===== src/design/qla_pkg.sv =====
// shared types, constants and helper functions for the quadrature lock-in accumulator
`default_nettype none
package qla_pkg;

    // field widths
    localparam int SAMPLE_BITS     = 12;
    localparam int ADDR_BITS       = 10;
    localparam int VALUE_BITS      = 16;
    localparam int PHASE_BITS      = 11;
    localparam int SUM_BITS        = 48;
    localparam int MODE_BITS       = 2;
    localparam int PROD_BITS       = SAMPLE_BITS + 1 + VALUE_BITS;

    // parameter defaults
    localparam int TABLE_DEPTH_DEF = 1024;
    localparam int ACC_BITS_DEF    = 48;

    // table words at or above this address are never stored
    localparam int REGION_LIMIT    = 584;

    // stream packing
    localparam int IN_ADDR_LSB     = 0;
    localparam int IN_VALUE_LSB    = IN_ADDR_LSB + ADDR_BITS;
    localparam int IN_SAMPLE_LSB   = IN_VALUE_LSB + VALUE_BITS;
    localparam int IN_USED_BITS    = IN_SAMPLE_LSB + SAMPLE_BITS;
    localparam int IN_TDATA_BITS   = ((IN_USED_BITS + 7) / 8) * 8;
    localparam int OUT_USED_BITS   = 2 * SUM_BITS + SAMPLE_BITS;
    localparam int OUT_TDATA_BITS  = ((OUT_USED_BITS + 7) / 8) * 8;
    localparam int OUT_PAD_BITS    = OUT_TDATA_BITS - OUT_USED_BITS;

    // request kinds carried on tuser
    localparam logic REQ_TABLE  = 1'b0;
    localparam logic REQ_SAMPLE = 1'b1;

    // frequency modes
    localparam logic [MODE_BITS-1:0] MODE_WIDE   = 2'd0;
    localparam logic [MODE_BITS-1:0] MODE_MID    = 2'd1;
    localparam logic [MODE_BITS-1:0] MODE_NARROW = 2'd2;
    localparam logic [MODE_BITS-1:0] MODE_DIFF   = 2'd3;
    localparam logic [MODE_BITS-1:0] MODE_RESET  = MODE_MID;

    // quadrants
    localparam logic [1:0] QUAD_0 = 2'd0;
    localparam logic [1:0] QUAD_1 = 2'd1;
    localparam logic [1:0] QUAD_2 = 2'd2;
    localparam logic [1:0] QUAD_3 = 2'd3;

    typedef struct packed {
        logic                   mode_diff;
        logic [1:0]             quad;
        logic                   last;
        logic [SAMPLE_BITS-1:0] sample;
    } t_meta;

    typedef struct packed {
        logic load;
        logic fire;
    } t_s2_ctl;

    typedef struct packed {
        logic valid;
        logic last;
    } t_s2_stat;

    typedef struct packed {
        logic [SAMPLE_BITS-1:0]   amplitude;
        logic signed [SUM_BITS-1:0] imag_sum;
        logic signed [SUM_BITS-1:0] real_sum;
    } t_result;

    function automatic logic [ADDR_BITS-1:0] region_base(input logic [MODE_BITS-1:0] mode);
        logic [ADDR_BITS-1:0] base;
        unique case (mode)
            MODE_WIDE:   base = 10'd0;
            MODE_MID:    base = 10'd512;
            MODE_NARROW: base = 10'd576;
            default:     base = 10'd0;
        endcase
        return base;
    endfunction

    // region length minus one
    function automatic logic [ADDR_BITS-1:0] region_mask(input logic [MODE_BITS-1:0] mode);
        logic [ADDR_BITS-1:0] mask;
        unique case (mode)
            MODE_WIDE:   mask = 10'd511;
            MODE_MID:    mask = 10'd63;
            MODE_NARROW: mask = 10'd7;
            default:     mask = 10'd3;
        endcase
        return mask;
    endfunction

    function automatic logic [1:0] region_quad(input logic [PHASE_BITS-1:0] phase,
                                               input logic [MODE_BITS-1:0] mode);
        logic [1:0] q;
        unique case (mode)
            MODE_WIDE:   q = phase[10:9];
            MODE_MID:    q = phase[7:6];
            MODE_NARROW: q = phase[4:3];
            default:     q = phase[1:0];
        endcase
        return q;
    endfunction

endpackage
`default_nettype wire


===== src/design/qla_accum.sv =====
// product stage and accumulate stage with running min and max
`default_nettype none
module qla_accum #(
    parameter int ACC_BITS = qla_pkg::ACC_BITS_DEF
) (
    input  wire                                     i_clk,
    input  wire                                     i_rst_n,
    input  qla_pkg::t_s2_ctl                        i_ctl,
    input  qla_pkg::t_meta                          i_meta,
    input  wire signed [qla_pkg::VALUE_BITS-1:0]    i_rdata_a,
    input  wire signed [qla_pkg::VALUE_BITS-1:0]    i_rdata_b,
    output qla_pkg::t_s2_stat                       o_stat,
    output qla_pkg::t_result                        o_result
);
    import qla_pkg::*;

    logic signed [SAMPLE_BITS:0]    w_samp_s;
    logic signed [PROD_BITS-1:0]    w_prod_a;
    logic signed [PROD_BITS-1:0]    w_prod_b;

    logic                           r_s2_valid;
    logic                           r_s2_last;
    logic [1:0]                     r_s2_quad;
    logic [SAMPLE_BITS-1:0]         r_s2_sample;
    logic signed [PROD_BITS-1:0]    r_s2_pa;
    logic signed [PROD_BITS-1:0]    r_s2_pb;

    logic signed [ACC_BITS-1:0]     r_real;
    logic signed [ACC_BITS-1:0]     r_imag;
    logic [SAMPLE_BITS-1:0]         r_min;
    logic [SAMPLE_BITS-1:0]         r_max;

    logic signed [ACC_BITS-1:0]     w_ea;
    logic signed [ACC_BITS-1:0]     w_eb;
    logic signed [ACC_BITS-1:0]     w_dr;
    logic signed [ACC_BITS-1:0]     w_di;
    logic signed [ACC_BITS-1:0]     n_real;
    logic signed [ACC_BITS-1:0]     n_imag;
    logic [SAMPLE_BITS-1:0]         n_min;
    logic [SAMPLE_BITS-1:0]         n_max;

    assign w_samp_s = $signed({1'b0, i_meta.sample});
    assign w_prod_a = PROD_BITS'(w_samp_s) * PROD_BITS'(i_rdata_a);
    assign w_prod_b = PROD_BITS'(w_samp_s) * PROD_BITS'(i_rdata_b);

    // stage 2: products; difference mode routes the sample through the b slot
    always_ff @(posedge i_clk) begin
        if (!i_rst_n) begin
            r_s2_valid <= 1'b0;
        end else if (i_ctl.fire || !r_s2_valid) begin
            r_s2_valid <= i_ctl.load;
        end
    end

    always_ff @(posedge i_clk) begin
        if (i_ctl.load) begin
            r_s2_last   <= i_meta.last;
            r_s2_quad   <= i_meta.quad;
            r_s2_sample <= i_meta.sample;
            if (i_meta.mode_diff) begin
                r_s2_pa <= '0;
                r_s2_pb <= PROD_BITS'(i_meta.sample);
            end else begin
                r_s2_pa <= w_prod_a;
                r_s2_pb <= w_prod_b;
            end
        end
    end

    assign w_ea = ACC_BITS'(r_s2_pa);
    assign w_eb = ACC_BITS'(r_s2_pb);

    always_comb begin
        case (r_s2_quad)
            QUAD_0: begin
                w_dr = w_ea;
                w_di = w_eb;
            end
            QUAD_1: begin
                w_dr = w_eb;
                w_di = -w_ea;
            end
            QUAD_2: begin
                w_dr = -w_ea;
                w_di = -w_eb;
            end
            default: begin
                w_dr = -w_eb;
                w_di = w_ea;
            end
        endcase
    end

    assign n_real = r_real + w_dr;
    assign n_imag = r_imag + w_di;
    assign n_max  = (r_s2_sample > r_max) ? r_s2_sample : r_max;
    assign n_min  = (r_s2_sample < r_min) ? r_s2_sample : r_min;

    // accumulate as the item leaves stage 2; the record clears after its last sample
    always_ff @(posedge i_clk) begin
        if (!i_rst_n) begin
            r_real <= '0;
            r_imag <= '0;
            r_min  <= '1;
            r_max  <= '0;
        end else if (i_ctl.fire) begin
            if (r_s2_last) begin
                r_real <= '0;
                r_imag <= '0;
                r_min  <= '1;
                r_max  <= '0;
            end else begin
                r_real <= n_real;
                r_imag <= n_imag;
                r_min  <= n_min;
                r_max  <= n_max;
            end
        end
    end

    assign o_stat.valid       = r_s2_valid;
    assign o_stat.last        = r_s2_last;
    assign o_result.real_sum  = SUM_BITS'(n_real);
    assign o_result.imag_sum  = SUM_BITS'(n_imag);
    assign o_result.amplitude = n_max - n_min;

endmodule
`default_nettype wire


===== config.mk =====
export PLATFORM = sky130hd
export DESIGN_NAME = qla_accum
export DESIGN_NICKNAME = d
export VERILOG_FILES = /design/src/design/qla_pkg.sv /design/src/design/qla_accum.sv
export SDC_FILE = /design/constraint.sdc
export NUM_CORES = 2
export LEC_CHECK = 0
export CAP_MARGIN = 20
export CORE_ASPECT_RATIO = 1.5
export CORE_MARGIN = 3
export CORE_UTILIZATION = 45
export DETAILED_ROUTE_END_ITERATION = 10
export DONT_BUFFER_PORTS = 1
export PLACE_DENSITY_LB_ADDON = 0.05
export SKIP_LAST_GASP = 1
export SYNTH_ARGS = -nofsm -noshare
export SYNTH_HDL_FRONTEND = slang
export SYNTH_SLANG_ARGS = --single-unit

===== constraint.sdc =====
create_clock -name i_clk -period 14.85 [get_ports i_clk]
set_input_delay 0 -clock i_clk [delete_from_list [all_inputs] [get_ports i_clk]]
set_output_delay 0 -clock i_clk [all_outputs]
set_load 0.05 [all_outputs]

After elaboration in Yosys (flattened, before gate mapping)
Cells that the tools add are included.
{"block": "totals", "romBits": 0, "regBits": 194, "latch_bits": 0, "mem_bits_rw": 0, "mem_count": 0}
{"block": "op_classes", "div_mod_pow": 0, "n_reduce_logical": 3, "shifts": 0, "n_lt_le_gt_ge": 2, "bitwise": 0, "muxes": 9, "n_eq_ne": 2, "mul": 2, "add_sub_neg": 5}
{"cell": "48-bit case mux with 3 select lines", "count": 2}
{"cell": "48-bit adder", "count": 2}
{"cell": "48-bit 2-to-1 mux", "count": 2}
{"cell": "29-bit negator with 48-bit output", "count": 2}
{"cell": "12-bit 2-to-1 mux", "count": 5}
{"cell": "13-bit by 16-bit multiplier with 29-bit output", "count": 2}
{"cell": "12-bit greater-than comparator", "count": 1}
{"cell": "12-bit less-than comparator", "count": 1}
{"cell": "12-bit subtractor", "count": 1}
{"cell": "2-bit by 1-bit equality test with 1-bit output (second input constant)", "count": 1}
{"cell": "2-bit equality test (second input constant)", "count": 1}
{"cell": "2-bit zero test", "count": 1}
{"cell": "1-bit zero test", "count": 1}
{"cell": "1-bit logical OR", "count": 1}

Longest topological paths before layout
{"block": "depth", "ltp_word": 4, "depth_mapped": 25, "ltp_nobuf": 23}

Worst setup path after synthesis
No wires, ideal clock.
{"block": "synth_path", "kind": "register to register", "start": "register r_s2_pb[13]", "end": "register r_imag[45]", "path_buffers": 1, "arrival_time_ns": 5.851, "setup_slack_ns": 8.936, "required_time_ns": 14.787, "period_less_slack_ns": 5.914, "stages_incl_launch_ff": 20, "cell_sequence": "edfxtp_1 or4_1 or3_1 or4_1 or3_1 o21ai_1 o21ai_0 nor2_1 a21oi_1 ha_1 clkbuf_1 nand4_1 nor4_1 nand2_1 o21ai_0 a211oi_1 o31ai_1 a311oi_1 xnor2_1 a22o_1"}
{"item": "start: declaration", "line": "qla_accum.sv:26", "source": "logic signed [PROD_BITS-1:0] r_s2_pb;"}
{"item": "start signal: assignment", "line": "qla_accum.sv:62", "source": "r_s2_pb <= PROD_BITS'(i_meta.sample);"}
{"item": "start signal: assignment", "line": "qla_accum.sv:65", "source": "r_s2_pb <= w_prod_b;"}
{"item": "end signal: assignment", "line": "qla_accum.sv:114", "source": "r_imag <= n_imag;"}
{"item": "end: declaration", "line": "qla_accum.sv:29", "source": "logic signed [ACC_BITS-1:0] r_imag;"}

==> impl_metrics.xml <==
<?xml version="1.0" encoding="UTF-8"?>
<metrics>
  <group name="timing">
    <metric name="worstMarginPinSlew" unit="ps">1150</metric>
    <metric name="setup_repair_after_global_routing_missed_its_margin" unit="">false</metric>
    <metric name="maxSlewHeadroom" unit="%">22.7</metric>
    <metric name="period_minus_slack" unit="ps">7510</metric>
    <metric name="achievable-frequency" unit="MHz">133</metric>
    <metric name="min_period_over_period" unit="%">50.6</metric>
    <metric name="setup_viol_count_final" unit="">0</metric>
    <metric name="hold_violations" unit="">0</metric>
    <metric name="final.setup.tns" unit="ps">0</metric>
    <metric name="report.final.slew_viol_count" unit="">0</metric>
    <metric name="final.hold.worst_slack" unit="ps">25.0</metric>
    <metric name="skew" unit="ps">15.9</metric>
  </group>
  <group name="drt">
    <metric name="post_drt_wl_per_cell" unit="um">20.5</metric>
    <metric name="routed_wl" unit="um">92500</metric>
    <metric name="detail_route.iter0.violations" unit="">1280</metric>
    <metric name="drtPass1Iterations" unit="">5</metric>
    <metric name="remaining_drc_errors" unit="">0</metric>
    <metric name="drtAntennaViolNets" unit="">0</metric>
    <metric name="vias" unit="">25400</metric>
    <metric name="routed_via_density" unit="">5.64</metric>
  </group>
  <group name="layout">
    <metric name="n_antenna_cell" unit="">0</metric>
    <metric name="syn_to_final_growth" unit="%">6.63</metric>
    <metric name="layout.cells.most_common_list" unit="">562 x inv_1, 364 x nand2_1, 359 x fa_1, 264 x ha_1, 199 x a21oi_1</metric>
    <metric name="drive_gt1_share" unit="%">4.47</metric>
    <metric name="nets" unit="">4288</metric>
    <metric name="layout_commonest_cell" unit="">inv_1</metric>
    <metric name="fillCellCount" unit="">6619</metric>
  </group>
  <group name="clock_tree">
    <metric name="cts_setup_buffers" unit="">0</metric>
    <metric name="tritoncts_num_sinks" unit="">194</metric>
    <metric name="clk-insertion-delay-late" unit="ps">470</metric>
    <metric name="clk_path_buf_depth" unit="">2</metric>
    <metric name="cts-root-buf" unit="">clkbuf_16</metric>
    <metric name="clock_pin_transition_on_the_worst_setup_and_hold_timing_paths" unit="ps">70</metric>
    <metric name="cts.htree.levels" unit="">4</metric>
    <metric name="cts_inserted_buffers" unit="">17</metric>
    <metric name="cts_tree" unit="">yes</metric>
  </group>
  <group name="yosys">
    <metric name="syn_area" unit="um2">30400</metric>
    <metric name="synth_cell_types" unit="">72</metric>
    <metric name="synth_cells" unit="">3662</metric>
    <metric name="yosys-top-cells-area" unit="">fa_1 24%, ha_1 11%, dfxtp_1 8.0%</metric>
    <metric name="postSynthAreaPerCell" unit="um2">8.31</metric>
    <metric name="mappedNetlistNets" unit="">4337</metric>
    <metric name="synth_largest_area_cell" unit="">fa_1</metric>
    <metric name="synthesis.yosys.warnings" unit="">0</metric>
    <metric name="synth_seq_cells" unit="">194</metric>
    <metric name="yosysTopAreaCellShare" unit="%">23.6</metric>
    <metric name="synth_edf_count" unit="">73</metric>
    <metric name="async_flop_share" unit="%">0</metric>
    <metric name="ys.flop_type" unit="">dfxtp_1</metric>
    <metric name="synth-seq-area-share" unit="%">15.2</metric>
  </group>
  <group name="hold_path">
    <metric name="min_delay_worst_endpoint" unit="">r_s2_pa[1]</metric>
    <metric name="hold_class" unit="">in2reg</metric>
    <metric name="worstHoldStart" unit="">i_rdata_a[1]</metric>
    <metric name="number_of_cells_on_the_worst_hold_path" unit="">3</metric>
  </group>
  <group name="power">
    <metric name="power.ir.vdd_worst" unit="mV">0.209</metric>
    <metric name="power_per_cell_area" unit="nW/um2">246</metric>
    <metric name="power.static_leakage" unit="nW">15.4</metric>
    <metric name="totalPowerFinal" unit="W">0.00798</metric>
  </group>
  <group name="setup_path">
    <metric name="critPathLaunchType" unit="">flop</metric>
    <metric name="worst-setup-path-type" unit="">reg2out</metric>
    <metric name="r2r-start" unit="">r_s2_pa[3]</metric>
    <metric name="ff2ff_setup_slack" unit="ps">7810</metric>
    <metric name="worst-endpoint-arrival" unit="ps">7510</metric>
    <metric name="timing.rr.end" unit="">r_real[45]</metric>
    <metric name="reg2regPathDepth" unit="">20</metric>
    <metric name="path_max_fanout" unit="">9</metric>
    <metric name="critical_path_rt" unit="ps">14850</metric>
    <metric name="endpoint_kind" unit="">primary output</metric>
  </group>
  <group name="global_route">
    <metric name="grt_pass1_vias" unit="">26800</metric>
    <metric name="grt_first_pass_wirelength" unit="um">148000</metric>
    <metric name="grt_resource_usage_total" unit="%">26.4</metric>
    <metric name="antenna_found_initial" unit="">0</metric>
    <metric name="grt_remaining_overflow" unit="">0</metric>
    <metric name="grt_max_degree" unit="">86</metric>
  </group>
  <group name="floorplanning">
    <metric name="die_w" unit="um">218</metric>
    <metric name="initial_core_util" unit="%">45.6</metric>
    <metric name="die_h" unit="um">324</metric>
    <metric name="core.rowCount" unit="">116</metric>
    <metric name="core_area" unit="um2">66800</metric>
    <metric name="die-area" unit="um2">70800</metric>
    <metric name="ioPinCount" unit="">162</metric>
  </group>
  <group name="place">
    <metric name="port-buffer-count" unit="">0</metric>
    <metric name="hpwl_reported_at_the_end_of_detailed_placement" unit="um">72700</metric>
    <metric name="finalWeightedCongestion" unit="">0.894</metric>
  </group>
  <group name="job">
    <metric name="timing.max_cap.violations" unit="">0</metric>
  </group>
  <group name="run_status">
    <metric name="run_status" unit="">complete, no violations</metric>
  </group>
</metrics>
[kinds of logic (layout without fill, tap and decap cells)]
kind of cell	after synthesis	in the layout	share of synthesized area (%)
AO/OA/AOI/OAI	783	783	17.1
XOR/XNOR	194	194	5.59
adder cells (fa/ha/maj)	623	623	34.5
buffers and inverters	753	717	9.32
flip-flops	194	194	15.2
multiplexers	20	20	0.695
AND/OR/NAND/NOR	1095	1095	17.7
[area by class of cell]
type	instances	area (um2)	share of cell area [%]
Inverter	564	2120	6.53
Tap cell	885	1110	3.41
Clock buffer	20	447	1.38
Multi-Input combinational cell	2715	23000	70.9
Timing Repair Buffer	121	1030	3.18
Clock inverter	12	121	0.374
Sequential cell	194	4610	14.2
[through the flow]
| step | utilization [%] | instances | setup slack [ps] | instance area, um2 |
|---|---|---|---|---|
| floorplan | - | 3662 | 8940 | 30400 |
| finish | 48.6 | 4511 | 7340 | 32400 |
| global route | 48.6 | 4511 | 6610 | 32400 |
| CTS | 48.5 | 4507 | 7270 | 32400 |
| global placement | 47.1 | 4443 | 7840 | 31500 |
| detailed placement | 47.2 | 4447 | 7810 | 31500 |
[cell usage after synthesis (21+ instances only)]
master	number
and2_1	195
o21bai_1	21
nor2b_1	96
dfxtp_1	121
ha_1	264
a22oi_1	64
nor2_1	190
a21oi_1	199
a221oi_1	25
a21o_1	85
fa_1	359
nor3_1	46
or3_1	22
a22o_1	46
nand4_1	28
clkbuf_1	169
nand2_1	364
nand2b_1	41
edfxtp_1	73
xnor2_1	126
xor2_1	68
inv_1	563
nand3_1	54
a211oi_1	26
o21ai_0	153
[critical path, stage by stage, from the launching register on]
cell and delay, ps:
edfxtp_1 470, nor3_1 660, nand2_1 210, nor3b_1 480, nand3_1 250, or3_1 430
or3_1 460, nand2b_1 240, a21oi_1 640, o21ai_0 200, ha_1 390, a21oi_1 230
o21ai_0 190, a31oi_1 210, o21ai_0 120, nor4_1 500, o31ai_1 170, a21oi_1 200
xor2_1 120, xnor2_1 870
[state kept, by name, summed over array words and instances, names as in the netlist]
signal,flops
r_imag,48
r_s2_quad,2
r_s2_pa,29
r_s2_last,1
r_real,48
r_s2_pb,29
r_s2_sample,12
r_min,12
r_max,12
r_s2_valid,1
[repair_timing]
item                                   CTS  global route
resized for setup                        0             0
endpoints found under the hold margin  225             0
hold buffers                            28             0
[power breakdown]
group | total, W | leakage [nW] | switching, W | internal, W
clock | 0.000472 | 0.272 | 0.000232 | 0.000240
combinational | 0.00657 | 13.4 | 0.00415 | 0.00241
sequential | 0.000947 | 1.70 | 0.000160 | 0.000787
total | 0.00798 | 15.4 | 0.00455 | 0.00344
[worst max-delay path by stage]
stage | start | end | slack, ps | cells after the start
after floorplan | r_s2_pb[13] | r_imag[45] | 8940 | 19
after CTS | r_s2_pa[3] | o_result[47] | 7270 | 19
after global placement | r_s2_pa[2] | o_result[47] | 7840 | 19
final | r_s2_pa[3] | o_result[47] | 7340 | 19
after global routing | r_s2_pa[3] | o_result[47] | 6610 | 19
after detailed placement | r_s2_pa[3] | r_real[45] | 7810 | 20
[routing by layer]
layer	vias to the layer above	part of all wire (%)	track usage [%]	wire (um)
li1	12000	-	-	-
met1	12800	39	30.1	36000
met2	548	53	49.4	49000
met3	152	3.9	3.18	3590
met4	0	4.2	10.4	3850
met5	-	0	0	0
Power figures use the tool's default switching activity.
